### config.mk
export PLATFORM = sky130hd
export DESIGN_NAME = ultrasonic_echo_ranger
export DESIGN_NICKNAME = d
export VERILOG_FILES = /design/src/rtl/uer_pkg.sv /design/src/rtl/uer_ctrl.sv /design/src/rtl/uer_scale.sv /design/src/rtl/ultrasonic_echo_ranger.sv
export SDC_FILE = /design/constraint.sdc
export NUM_CORES = 2
export LEC_CHECK = 0
export BUFFER_PORTS_ARGS = -buffer_cell sky130_fd_sc_hd__buf_2
export CORE_AREA = 2 2 312 469
export DETAILED_ROUTE_END_ITERATION = 6
export DIE_AREA = 0 0 314 471
export GPL_ROUTABILITY_DRIVEN = 1
export PLACE_DENSITY = 0.5
export SETUP_SLACK_MARGIN = 0.4
export SLEW_MARGIN = 15
export SYNTH_ARGS = -nofsm -noshare
export SYNTH_HDL_FRONTEND = slang
export SYNTH_SLANG_ARGS = --single-unit
### constraint.sdc
create_clock -name clk_i -period 8 [get_ports clk_i]
set_clock_uncertainty 0.2 [all_clocks]
set_input_delay 1.6 -clock clk_i [delete_from_list [all_inputs] [get_ports clk_i]]
set_output_delay 1.6 -clock clk_i [all_outputs]
set_load 0.02 [all_outputs]
### src/rtl/uer_pkg.sv
// Shared types and constants for the ultrasonic echo ranger.
// No dependencies; imported by every module of the block.
`timescale 1ns / 1ps

package uer_pkg;

  // Burst sequencer phases
  typedef enum logic [1:0] {
    PH_IDLE = 2'd0,
    PH_TRIG = 2'd1,
    PH_WAIT = 2'd2,
    PH_MEAS = 2'd3
  } phase_e;

  // Configuration register indexes
  typedef enum logic {
    CFG_NEAR_THRESHOLD = 1'b0,
    CFG_TRIGGER_TICKS  = 1'b1
  } cfg_idx_e;

  localparam int unsigned CFG_IDX_W   = 1;
  localparam int unsigned CFG_DATA_W  = 16;
  localparam int unsigned THRESH_W    = 16;
  localparam int unsigned TICKS_W     = 8;
  localparam int unsigned SAMP_W      = 3;
  localparam int unsigned CM_W        = 15;
  localparam int unsigned HUND_W      = 7;
  localparam int unsigned CM_MAX      = 32767;
  localparam int unsigned THR_MILLI_W = 26;
  localparam int unsigned IN_TDATA_W  = 8;
  localparam int unsigned OUT_TDATA_W = 32;

  localparam logic [THRESH_W-1:0] THRESH_RST = 16'd20;
  localparam logic [TICKS_W-1:0]  TICKS_RST  = 8'd15;

  // Per-tick flags handed from the sequencer to the scaling pipeline
  typedef struct packed {
    logic trigger;
    logic result;
    logic saturated;
  } flags_t;

endpackage

### src/rtl/uer_ctrl.sv
// Burst sequencer: trigger timing, echo width counting and width summing.
// Depends on uer_pkg. Produces one registered flags/sum request per tick.
`timescale 1ns / 1ps

module uer_ctrl #(
  parameter int unsigned SAMPLES    = 5,
  parameter int unsigned WIDTH_BITS = 20,
  localparam int unsigned SUM_W     = WIDTH_BITS + 3
) (
  input  logic                          clk_i,
  input  logic                          rst_ni,
  input  logic [uer_pkg::TICKS_W-1:0]   trigger_ticks_i,
  input  logic                          in_valid_i,
  output logic                          in_ready_o,
  input  logic                          echo_level_i,
  input  logic                          start_request_i,
  output logic                          out_valid_o,
  input  logic                          out_ready_i,
  output uer_pkg::flags_t               out_flags_o,
  output logic [SUM_W-1:0]              out_sum_o
);
  import uer_pkg::*;

  localparam logic [WIDTH_BITS-1:0] WMAX = {WIDTH_BITS{1'b1}};

  phase_e                phase_q, phase_d;
  logic [TICKS_W-1:0]    cnt_q, cnt_d, cnt_inc, len;
  logic [WIDTH_BITS-1:0] pw_q, pw_d;
  logic [SUM_W-1:0]      sum_q, sum_d, sum_new;
  logic [SAMP_W-1:0]     samp_q, samp_d, samp_inc;
  logic                  sat_q, sat_d;
  flags_t                res_flags;
  logic [SUM_W-1:0]      res_sum;
  logic                  fire;

  logic                  o_valid_q;
  flags_t                o_flags_q;
  logic [SUM_W-1:0]      o_sum_q;

  assign in_ready_o = !o_valid_q || out_ready_i;
  assign fire       = in_valid_i && in_ready_o;
  assign len        = (trigger_ticks_i == '0) ? TICKS_W'(1) : trigger_ticks_i;
  assign cnt_inc    = cnt_q + TICKS_W'(1);
  assign samp_inc   = samp_q + SAMP_W'(1);
  assign sum_new    = sum_q + SUM_W'(pw_q);

  // Next state and per-tick result
  always_comb begin
    phase_d   = phase_q;
    cnt_d     = cnt_q;
    pw_d      = pw_q;
    sum_d     = sum_q;
    samp_d    = samp_q;
    sat_d     = sat_q;
    res_flags = '0;
    res_sum   = '0;
    unique case (phase_q)
      PH_IDLE: begin
        if (start_request_i) begin
          phase_d = PH_TRIG;
          cnt_d   = '0;
          pw_d    = '0;
          sum_d   = '0;
          samp_d  = '0;
          sat_d   = 1'b0;
        end
      end
      PH_TRIG: begin
        res_flags.trigger = 1'b1;
        cnt_d = cnt_inc;
        if (cnt_inc >= len || cnt_inc == '0) begin
          phase_d = PH_WAIT;
        end
      end
      PH_WAIT: begin
        if (echo_level_i) begin
          pw_d    = WIDTH_BITS'(1);
          phase_d = PH_MEAS;
        end
      end
      PH_MEAS: begin
        if (echo_level_i) begin
          // width holds at the counter maximum
          if (pw_q != WMAX) begin
            pw_d = pw_q + WIDTH_BITS'(1);
          end
          if (pw_q >= WMAX - WIDTH_BITS'(1)) begin
            sat_d = 1'b1;
          end
        end else begin
          pw_d  = '0;
          cnt_d = '0;
          if (samp_inc >= SAMP_W'(SAMPLES) || samp_inc == '0) begin
            // last pulse of the burst: report and go idle
            res_flags.result    = 1'b1;
            res_flags.saturated = sat_q;
            res_sum             = sum_new;
            phase_d = PH_IDLE;
            sum_d   = '0;
            samp_d  = '0;
            sat_d   = 1'b0;
          end else begin
            sum_d   = sum_new;
            samp_d  = samp_inc;
            phase_d = PH_TRIG;
          end
        end
      end
      default: phase_d = PH_IDLE;
    endcase
  end

  // Sequencer state, advanced once per accepted tick
  always_ff @(posedge clk_i or negedge rst_ni) begin
    if (!rst_ni) begin
      phase_q <= PH_IDLE;
      cnt_q   <= '0;
      pw_q    <= '0;
      sum_q   <= '0;
      samp_q  <= '0;
      sat_q   <= 1'b0;
    end else if (fire) begin
      phase_q <= phase_d;
      cnt_q   <= cnt_d;
      pw_q    <= pw_d;
      sum_q   <= sum_d;
      samp_q  <= samp_d;
      sat_q   <= sat_d;
    end
  end

  // Output stage valid
  always_ff @(posedge clk_i or negedge rst_ni) begin
    if (!rst_ni) begin
      o_valid_q <= 1'b0;
    end else if (in_ready_o) begin
      o_valid_q <= in_valid_i;
    end
  end

  // Output stage payload
  always_ff @(posedge clk_i) begin
    if (fire) begin
      o_flags_q <= res_flags;
      o_sum_q   <= res_sum;
    end
  end

  assign out_valid_o = o_valid_q;
  assign out_flags_o = o_flags_q;
  assign out_sum_o   = o_sum_q;

endmodule

### src/rtl/uer_scale.sv
// Scaling pipeline: average, distance in cm, hundredths and near flag.
// Depends on uer_pkg. Four registered stages with per-stage handshake.
`timescale 1ns / 1ps

module uer_scale #(
  parameter int unsigned SAMPLES    = 5,
  parameter int unsigned WIDTH_BITS = 20,
  localparam int unsigned SUM_W     = WIDTH_BITS + 3
) (
  input  logic                          clk_i,
  input  logic                          rst_ni,
  input  logic [uer_pkg::THRESH_W-1:0]  near_threshold_i,
  input  logic                          in_valid_i,
  output logic                          in_ready_o,
  input  uer_pkg::flags_t               in_flags_i,
  input  logic [SUM_W-1:0]              in_sum_i,
  output logic                          out_valid_o,
  input  logic                          out_ready_i,
  output logic                          trigger_level_o,
  output logic                          result_valid_o,
  output logic [uer_pkg::CM_W-1:0]      distance_cm_o,
  output logic [uer_pkg::HUND_W-1:0]    distance_hundredths_o,
  output logic                          near_flag_o,
  output logic                          width_saturated_o
);
  import uer_pkg::*;

  // average = sum / SAMPLES by reciprocal multiply
  localparam int unsigned AVG_SH   = SUM_W + 3;
  localparam int unsigned AVG_M_W  = AVG_SH + 1;
  localparam logic [63:0] AVG_M    =
    ((64'd1 << AVG_SH) + 64'(SAMPLES) - 64'd1) / 64'(SAMPLES);
  localparam int unsigned AVG_P_W  = SUM_W + AVG_M_W;

  // thousandths of a cm = avg * 17
  localparam int unsigned MILLI_W  = WIDTH_BITS + 5;

  // cm = milli / 1000
  localparam int unsigned CM_SH    = MILLI_W + 10;
  localparam int unsigned CM_M_W   = MILLI_W + 1;
  localparam logic [63:0] CM_M     = ((64'd1 << CM_SH) + 64'd999) / 64'd1000;
  localparam int unsigned CM_P_W   = MILLI_W + CM_M_W;
  localparam int unsigned CMR_W    = MILLI_W - 9;
  localparam int unsigned CMX_W    = (CMR_W > CM_W) ? CMR_W : CM_W;

  // hundredths-scale value = milli / 10
  localparam int unsigned CEN_SH   = MILLI_W + 4;
  localparam int unsigned CEN_M_W  = MILLI_W + 1;
  localparam logic [63:0] CEN_M    = ((64'd1 << CEN_SH) + 64'd9) / 64'd10;
  localparam int unsigned CEN_P_W  = MILLI_W + CEN_M_W;
  localparam int unsigned CEN_W    = MILLI_W - 3;

  localparam int unsigned CMP_W    = (MILLI_W > THR_MILLI_W) ? MILLI_W : THR_MILLI_W;

  logic rdy1, rdy2, rdy3, rdy4;
  logic v1_q, v2_q, v3_q, v4_q;

  flags_t                 f1_q, f2_q, f3_q;
  logic [WIDTH_BITS-1:0]  avg1_q;
  logic [THR_MILLI_W-1:0] thr1_q, thr2_q;
  logic [MILLI_W-1:0]     milli2_q;
  logic [CMR_W-1:0]       cm3_q;
  logic [CEN_W-1:0]       cen3_q;
  logic                   near3_q;

  logic [AVG_P_W-1:0]     avg_prod;
  logic [CM_P_W-1:0]      cm_prod;
  logic [CEN_P_W-1:0]     cen_prod;
  logic [MILLI_W-1:0]     milli;
  logic [CMX_W-1:0]       cm_ext;
  logic [CM_W-1:0]        cm_sat;
  logic [CEN_W-1:0]       hund_full;

  logic                   trig4_q, res4_q, near4_q, sat4_q;
  logic [CM_W-1:0]        cm4_q;
  logic [HUND_W-1:0]      hund4_q;

  // Stage handshake: a stage moves when its successor is empty or moving
  assign rdy4       = !v4_q || out_ready_i;
  assign rdy3       = !v3_q || rdy4;
  assign rdy2       = !v2_q || rdy3;
  assign rdy1       = !v1_q || rdy2;
  assign in_ready_o = rdy1;

  always_ff @(posedge clk_i or negedge rst_ni) begin
    if (!rst_ni) begin
      v1_q <= 1'b0;
      v2_q <= 1'b0;
      v3_q <= 1'b0;
      v4_q <= 1'b0;
    end else begin
      if (rdy1) v1_q <= in_valid_i;
      if (rdy2) v2_q <= v1_q;
      if (rdy3) v3_q <= v2_q;
      if (rdy4) v4_q <= v3_q;
    end
  end

  // Stage 1: divide by sample count, scale threshold to thousandths
  assign avg_prod = AVG_P_W'(in_sum_i) * AVG_P_W'(AVG_M[AVG_M_W-1:0]);

  always_ff @(posedge clk_i) begin
    if (rdy1 && in_valid_i) begin
      f1_q   <= in_flags_i;
      avg1_q <= avg_prod[AVG_SH +: WIDTH_BITS];
      thr1_q <= THR_MILLI_W'(near_threshold_i) * THR_MILLI_W'(1000);
    end
  end

  // Stage 2: avg * 17 as shift and add
  assign milli = (MILLI_W'(avg1_q) << 4) + MILLI_W'(avg1_q);

  always_ff @(posedge clk_i) begin
    if (rdy2 && v1_q) begin
      f2_q     <= f1_q;
      milli2_q <= milli;
      thr2_q   <= thr1_q;
    end
  end

  // Stage 3: cm and milli/10 by reciprocal multiply, near compare
  assign cm_prod  = CM_P_W'(milli2_q) * CM_P_W'(CM_M[CM_M_W-1:0]);
  assign cen_prod = CEN_P_W'(milli2_q) * CEN_P_W'(CEN_M[CEN_M_W-1:0]);

  always_ff @(posedge clk_i) begin
    if (rdy3 && v2_q) begin
      f3_q    <= f2_q;
      cm3_q   <= cm_prod[CM_SH +: CMR_W];
      cen3_q  <= cen_prod[CEN_SH +: CEN_W];
      near3_q <= CMP_W'(milli2_q) <= CMP_W'(thr2_q);
    end
  end

  // Stage 4: saturate cm, hundredths = milli/10 - cm*100, zero when no result
  assign cm_ext    = CMX_W'(cm3_q);
  assign cm_sat    = (cm_ext > CMX_W'(CM_MAX)) ? CM_W'(CM_MAX) : cm_ext[CM_W-1:0];
  assign hund_full = cen3_q - CEN_W'(cm3_q) * CEN_W'(100);

  always_ff @(posedge clk_i) begin
    if (rdy4 && v3_q) begin
      trig4_q <= f3_q.trigger;
      res4_q  <= f3_q.result;
      if (f3_q.result) begin
        cm4_q   <= cm_sat;
        hund4_q <= hund_full[HUND_W-1:0];
        near4_q <= near3_q;
        sat4_q  <= f3_q.saturated;
      end else begin
        cm4_q   <= '0;
        hund4_q <= '0;
        near4_q <= 1'b0;
        sat4_q  <= 1'b0;
      end
    end
  end

  assign out_valid_o           = v4_q;
  assign trigger_level_o       = trig4_q;
  assign result_valid_o        = res4_q;
  assign distance_cm_o         = cm4_q;
  assign distance_hundredths_o = hund4_q;
  assign near_flag_o           = near4_q;
  assign width_saturated_o     = sat4_q;

endmodule

### src/rtl/ultrasonic_echo_ranger.sv
// Top level of the ultrasonic echo ranger: stream ports, config registers.
// Depends on uer_pkg, uer_ctrl and uer_scale.
//
//  Channel   Direction  Handshake                     Payload
//  s_axis    in         s_axis_tvalid/s_axis_tready   echo_level, start_request
//  m_axis    out        m_axis_tvalid/m_axis_tready   trigger, result and distance
//  cfg       in         cfg_we_i (no back-pressure)   near threshold, trigger ticks
//
// One tick request is accepted per clock while the output is not stalled; each produces exactly one result.
// Each request passes the sequencer register, then four scaling stages
// (sample-count divide, x17, /1000 and /10 multiplies, hundredths and clamp).
// Every stage holds its own valid bit, so bubbles close up under output stall.
// Reset is immediate; there is no clearing pass.
`timescale 1ns / 1ps

module ultrasonic_echo_ranger #(
  parameter int unsigned SAMPLES    = 5,
  parameter int unsigned WIDTH_BITS = 20
) (
  input  logic                              clk_i,
  input  logic                              rst_ni,
  // bit 0 echo_level, bit 1 start_request, bits 7:2 zero
  input  logic [uer_pkg::IN_TDATA_W-1:0]    s_axis_tdata,
  input  logic                              s_axis_tvalid,
  output logic                              s_axis_tready,
  // bit 0 trigger_level, bit 1 result_valid, bits 16:2 distance_cm,
  // bits 23:17 distance_hundredths, bit 24 near_flag, bit 25 width_saturated
  output logic [uer_pkg::OUT_TDATA_W-1:0]   m_axis_tdata,
  output logic                              m_axis_tvalid,
  input  logic                              m_axis_tready,
  input  logic                              cfg_we_i,
  input  logic [uer_pkg::CFG_IDX_W-1:0]     cfg_idx_i,
  input  logic [uer_pkg::CFG_DATA_W-1:0]    cfg_wdata_i
);
  import uer_pkg::*;

  localparam int unsigned SUM_W = WIDTH_BITS + 3;

  logic [THRESH_W-1:0] thresh_q;
  logic [TICKS_W-1:0]  ticks_q;

  logic                ctl_valid, ctl_ready;
  flags_t              ctl_flags;
  logic [SUM_W-1:0]    ctl_sum;

  logic                trig, res, near, sat;
  logic [CM_W-1:0]     cm;
  logic [HUND_W-1:0]   hund;

  // Configuration registers
  always_ff @(posedge clk_i or negedge rst_ni) begin
    if (!rst_ni) begin
      thresh_q <= THRESH_RST;
      ticks_q  <= TICKS_RST;
    end else if (cfg_we_i) begin
      unique case (cfg_idx_e'(cfg_idx_i))
        CFG_NEAR_THRESHOLD: thresh_q <= cfg_wdata_i[THRESH_W-1:0];
        CFG_TRIGGER_TICKS:  ticks_q  <= cfg_wdata_i[TICKS_W-1:0];
        default: ;
      endcase
    end
  end

  uer_ctrl #(
    .SAMPLES    (SAMPLES),
    .WIDTH_BITS (WIDTH_BITS)
  ) u_ctrl (
    .clk_i           (clk_i),
    .rst_ni          (rst_ni),
    .trigger_ticks_i (ticks_q),
    .in_valid_i      (s_axis_tvalid),
    .in_ready_o      (s_axis_tready),
    .echo_level_i    (s_axis_tdata[0]),
    .start_request_i (s_axis_tdata[1]),
    .out_valid_o     (ctl_valid),
    .out_ready_i     (ctl_ready),
    .out_flags_o     (ctl_flags),
    .out_sum_o       (ctl_sum)
  );

  uer_scale #(
    .SAMPLES    (SAMPLES),
    .WIDTH_BITS (WIDTH_BITS)
  ) u_scale (
    .clk_i                 (clk_i),
    .rst_ni                (rst_ni),
    .near_threshold_i      (thresh_q),
    .in_valid_i            (ctl_valid),
    .in_ready_o            (ctl_ready),
    .in_flags_i            (ctl_flags),
    .in_sum_i              (ctl_sum),
    .out_valid_o           (m_axis_tvalid),
    .out_ready_i           (m_axis_tready),
    .trigger_level_o       (trig),
    .result_valid_o        (res),
    .distance_cm_o         (cm),
    .distance_hundredths_o (hund),
    .near_flag_o           (near),
    .width_saturated_o     (sat)
  );

  // Result packing, lowest field first
  assign m_axis_tdata = {6'd0, sat, near, hund, cm, res, trig};

  // A result tick never drives the trigger
  a_result_no_trigger: assert property (@(posedge clk_i) disable iff (!rst_ni)
    (m_axis_tvalid && m_axis_tdata[1]) |-> !m_axis_tdata[0])
    else $error("trigger high on a result tick");

  // Distance fields are zero on ticks without a result
  a_zero_when_idle: assert property (@(posedge clk_i) disable iff (!rst_ni)
    (m_axis_tvalid && !m_axis_tdata[1]) |-> (m_axis_tdata[25:2] == 24'd0))
    else $error("distance fields set without a result");

  // Hundredths stay below one centimetre
  a_hund_range: assert property (@(posedge clk_i) disable iff (!rst_ni)
    m_axis_tvalid |-> (m_axis_tdata[23:17] < 7'd100))
    else $error("hundredths out of range");

  // An empty output stage never holds off the input
  a_ready_when_empty: assert property (@(posedge clk_i) disable iff (!rst_ni)
    !m_axis_tvalid |-> s_axis_tready)
    else $error("input stalled with empty output");

endmodule

==> flow_summary.toml <==
[placed_design]
portBuffers = 51
post-dp-hpwl_um = 81700
dp_cells = 5679
routabilityCongestion = 0.892

[global_route]
grt_use_total_pct = 13.1
grt_pass1_vias = 27242
overflow = 0
grt_pass1_wl_um = 149000
antenna_found_initial = 0
grt_max_degree = 60

[sta]
clock.fmax_mhz = 135
setup_viol = 0
max-slew-margin-rel_pct = 30.7
fin_crit_sh_pct = 92.3
rsz0062_at_grt = "no"
tns_ns = 0
slew_violations = 0
post-route-min-period_ns = 7.38
whs_ns = 0.213
worst_pin_slew_ns = 1.04
finalHoldViolations = 0

[clocking]
clk_latency_ns = 0.56
cts_root_buffer = "clkbuf_16"
clockBufferDepth = 3
clock-sinks = 262
cts_made_buffers = 34
path_clk_slew_ns = 0.06
htree_num_levels = 2
cts_tree = "built"

[finish]
final_common_cell = "inv_1"
final_nets = 5207
register_area_um2 = 7440
multi_input_area_um2 = 27300
layout_common_cells = "inv_1, ha_1, fa_1"
fin_cells = 5771
antenna_cells = 0
nFillCells = 14908
area_growth_pct = 13.0
layout-drive-gt1-share_pct = 9.28
final_core_util_pct = 30.4

[worst_setup_path]
cp.required_ns = 8.09
worstSetupPathType = "reg -> reg"
critPathMaxFanout = 6
cp-start-kind = "register"
crit_buf_inv = 8
crit_chain = "buf_4, fa_1, inv_1, fa_1, fa_1, inv_1, fa_1, fa_1, inv_1, fa_1, inv_1, fa_1, ha_1, a211o_1, a21oi_1, buf_4, o211ai_1, buf_4, and3b_2, o311a_4, o2111ai_4, a21boi_2, buf_4, a311o_1"
critPathTopFamily = "adder cells"
cp_common_cell = "fa_1"
cp-end-kind = "register"
slowest_delay_ns = 0.54
critical_path_arrival_ns = 7.48
cp_slowest_cell = "fa_1"

[floorplanning]
die_x_um = 314
die_area_um2 = 148000
fp-row-count = 171
io_pins = 64
core_um2 = 144000
die_h_um = 471
initial_core_util_pct = 26.9

[synth]
seq_area_frac_synth_pct = 19.3
synthesis.area_um2 = 38700
syn_inst = 3619
synth-main-ff-cell = "edfxtp_1"
synthAdderAreaFrac_pct = 54.6
ys_ff_latch = 262
async_reset_ff_share_pct = 32.8
synth.distinct_cells = 84
synth-xor-area-share_pct = 2.94
ys.warnings.count = 0
synthSimpleGateAreaFrac_pct = 5.45
synth-edff-count = 176
synth_compound_area_share_pct = 6.35
muxShareOfSynthArea_pct = 0.670
synth_area_per_cell_um2 = 10.7
synth_top_family_by_area = "adder cells"

[drt]
drtAntennaViolNets = 0
drc_errors = 0
drt-initial-drc-count = 711
vias = 24362
drt_pass1_iterations = 5
totalWireLength_um = 92800
routedWlPerCell_um = 16.1
viasPerCell = 4.22

[hold_path]
hold_path_class = "reg -> reg"

[outcome]
status = "completed"

[run]
cap_violations = 0
-- kinds of logic (layout without fill, tap and decap cells) --
group / Yosys count / count (layout)
AOI/OAI and AO/OA: 360 / 360
xor gates and xnor gates: 130 / 130
adders and majority gates: 1335 / 1335
buffers and inverters: 1089 / 1333
DFF: 262 / 262
muxes: 23 / 23
other: 1 / 6
and+or+nand+nor: 419 / 419
-- per-stage QoR --
stage | instance area (µm²) | setup WS, ns
4_1_cts | 43400 | 0.405
5_1_grt | 43700 | 0.400
6_report | 43700 | 0.615
2_1_floorplan | 38700 | 1.06
3_5_place_dp | 42200 | 0.0209
3_3_place_gp | 42200 | -0.0440
-- worst paths after layout --
path / cells after the start / endpoint / slack (ns) / startpoint
worst max-delay path: 24 / u_scale.cm3_q[14] / 0.62 / u_scale.milli2_q[22]
worst min-delay path: 0 / u_scale.thr2_q[3] / 0.21 / u_scale.thr1_q[3]
worst max register to register: 24 / u_scale.cm3_q[14] / 0.62 / u_scale.milli2_q[22]
worst min register to register: 0 / u_scale.thr2_q[3] / 0.21 / u_scale.thr1_q[3]
max in group asynchronous: 2 / u_ctrl.sum_q[14] / 5.66 / rst_ni
min in group asynchronous: 1 / thresh_q[14] / 0.75 / rst_ni
-- routing by layer --
layer,wire length [µm],track usage (%)
met5,0,0
met4,4780,5.69
met3,1600,1.20
met2,52100,25.9
met1,34300,13.7
-- cells in the mapped netlist, drive strengths merged, types with 10 or more instances --
cell,instances,area (µm²)
xor2,41,359
nor2,99,372
and3,14,92.6
inv,1062,3990
and2,16,100
nand2,103,387
nand4,21,131
nor4,11,75.1
nor2b,17,106
o21ai,93,465
nand2b,16,100
nand3,40,210
ha,745,9320
fa,590,11800
xnor2,89,780
clkbuf,17,63.8
or2,14,87.6
mux2,23,259
nor3,28,140
o21a,31,233
or3,18,113
edfxtp,176,5290
buf,10,75.1
dfrtp,80,2000
a21oi,86,445
a21o,50,383
-- state kept, by name, indices dropped and copies added (netlist names), 15 cells and up --
signal and flops:
u_ctrl.pw_q 20, u_scale.distance_cm_o 15, u_scale.thr2_q 23, u_scale.cm3_q 16
u_scale.milli2_q 25, thresh_q 16, u_scale.avg1_q 20, u_scale.thr1_q 23
u_ctrl.out_sum_o 23, u_ctrl.sum_q 23
-- repair_timing --
| action | CTS | global route |
|---|---|---|
| buffers inserted | 12 | 18 |
| hold buffers | 0 | 0 |
| pin swaps | 7 | 29 |
| resized for setup | 5 | 30 |
| endpoints found under the setup margin | 11 | 14 |
-- area by class of cell --
cell class	instances	area share, %
Multi-Input combinational cell	2273	62.4
Clock buffer	38	2.03
Inverter	1062	9.12
Tap cell	1903	5.45
Sequential cell	262	17.0
Clock inverter	24	0.535
Timing Repair Buffer	209	3.39
Power is left out: the tool's default activity adds up to more than one toggle a clock period on the data nets, which glitch-free logic cannot reach.
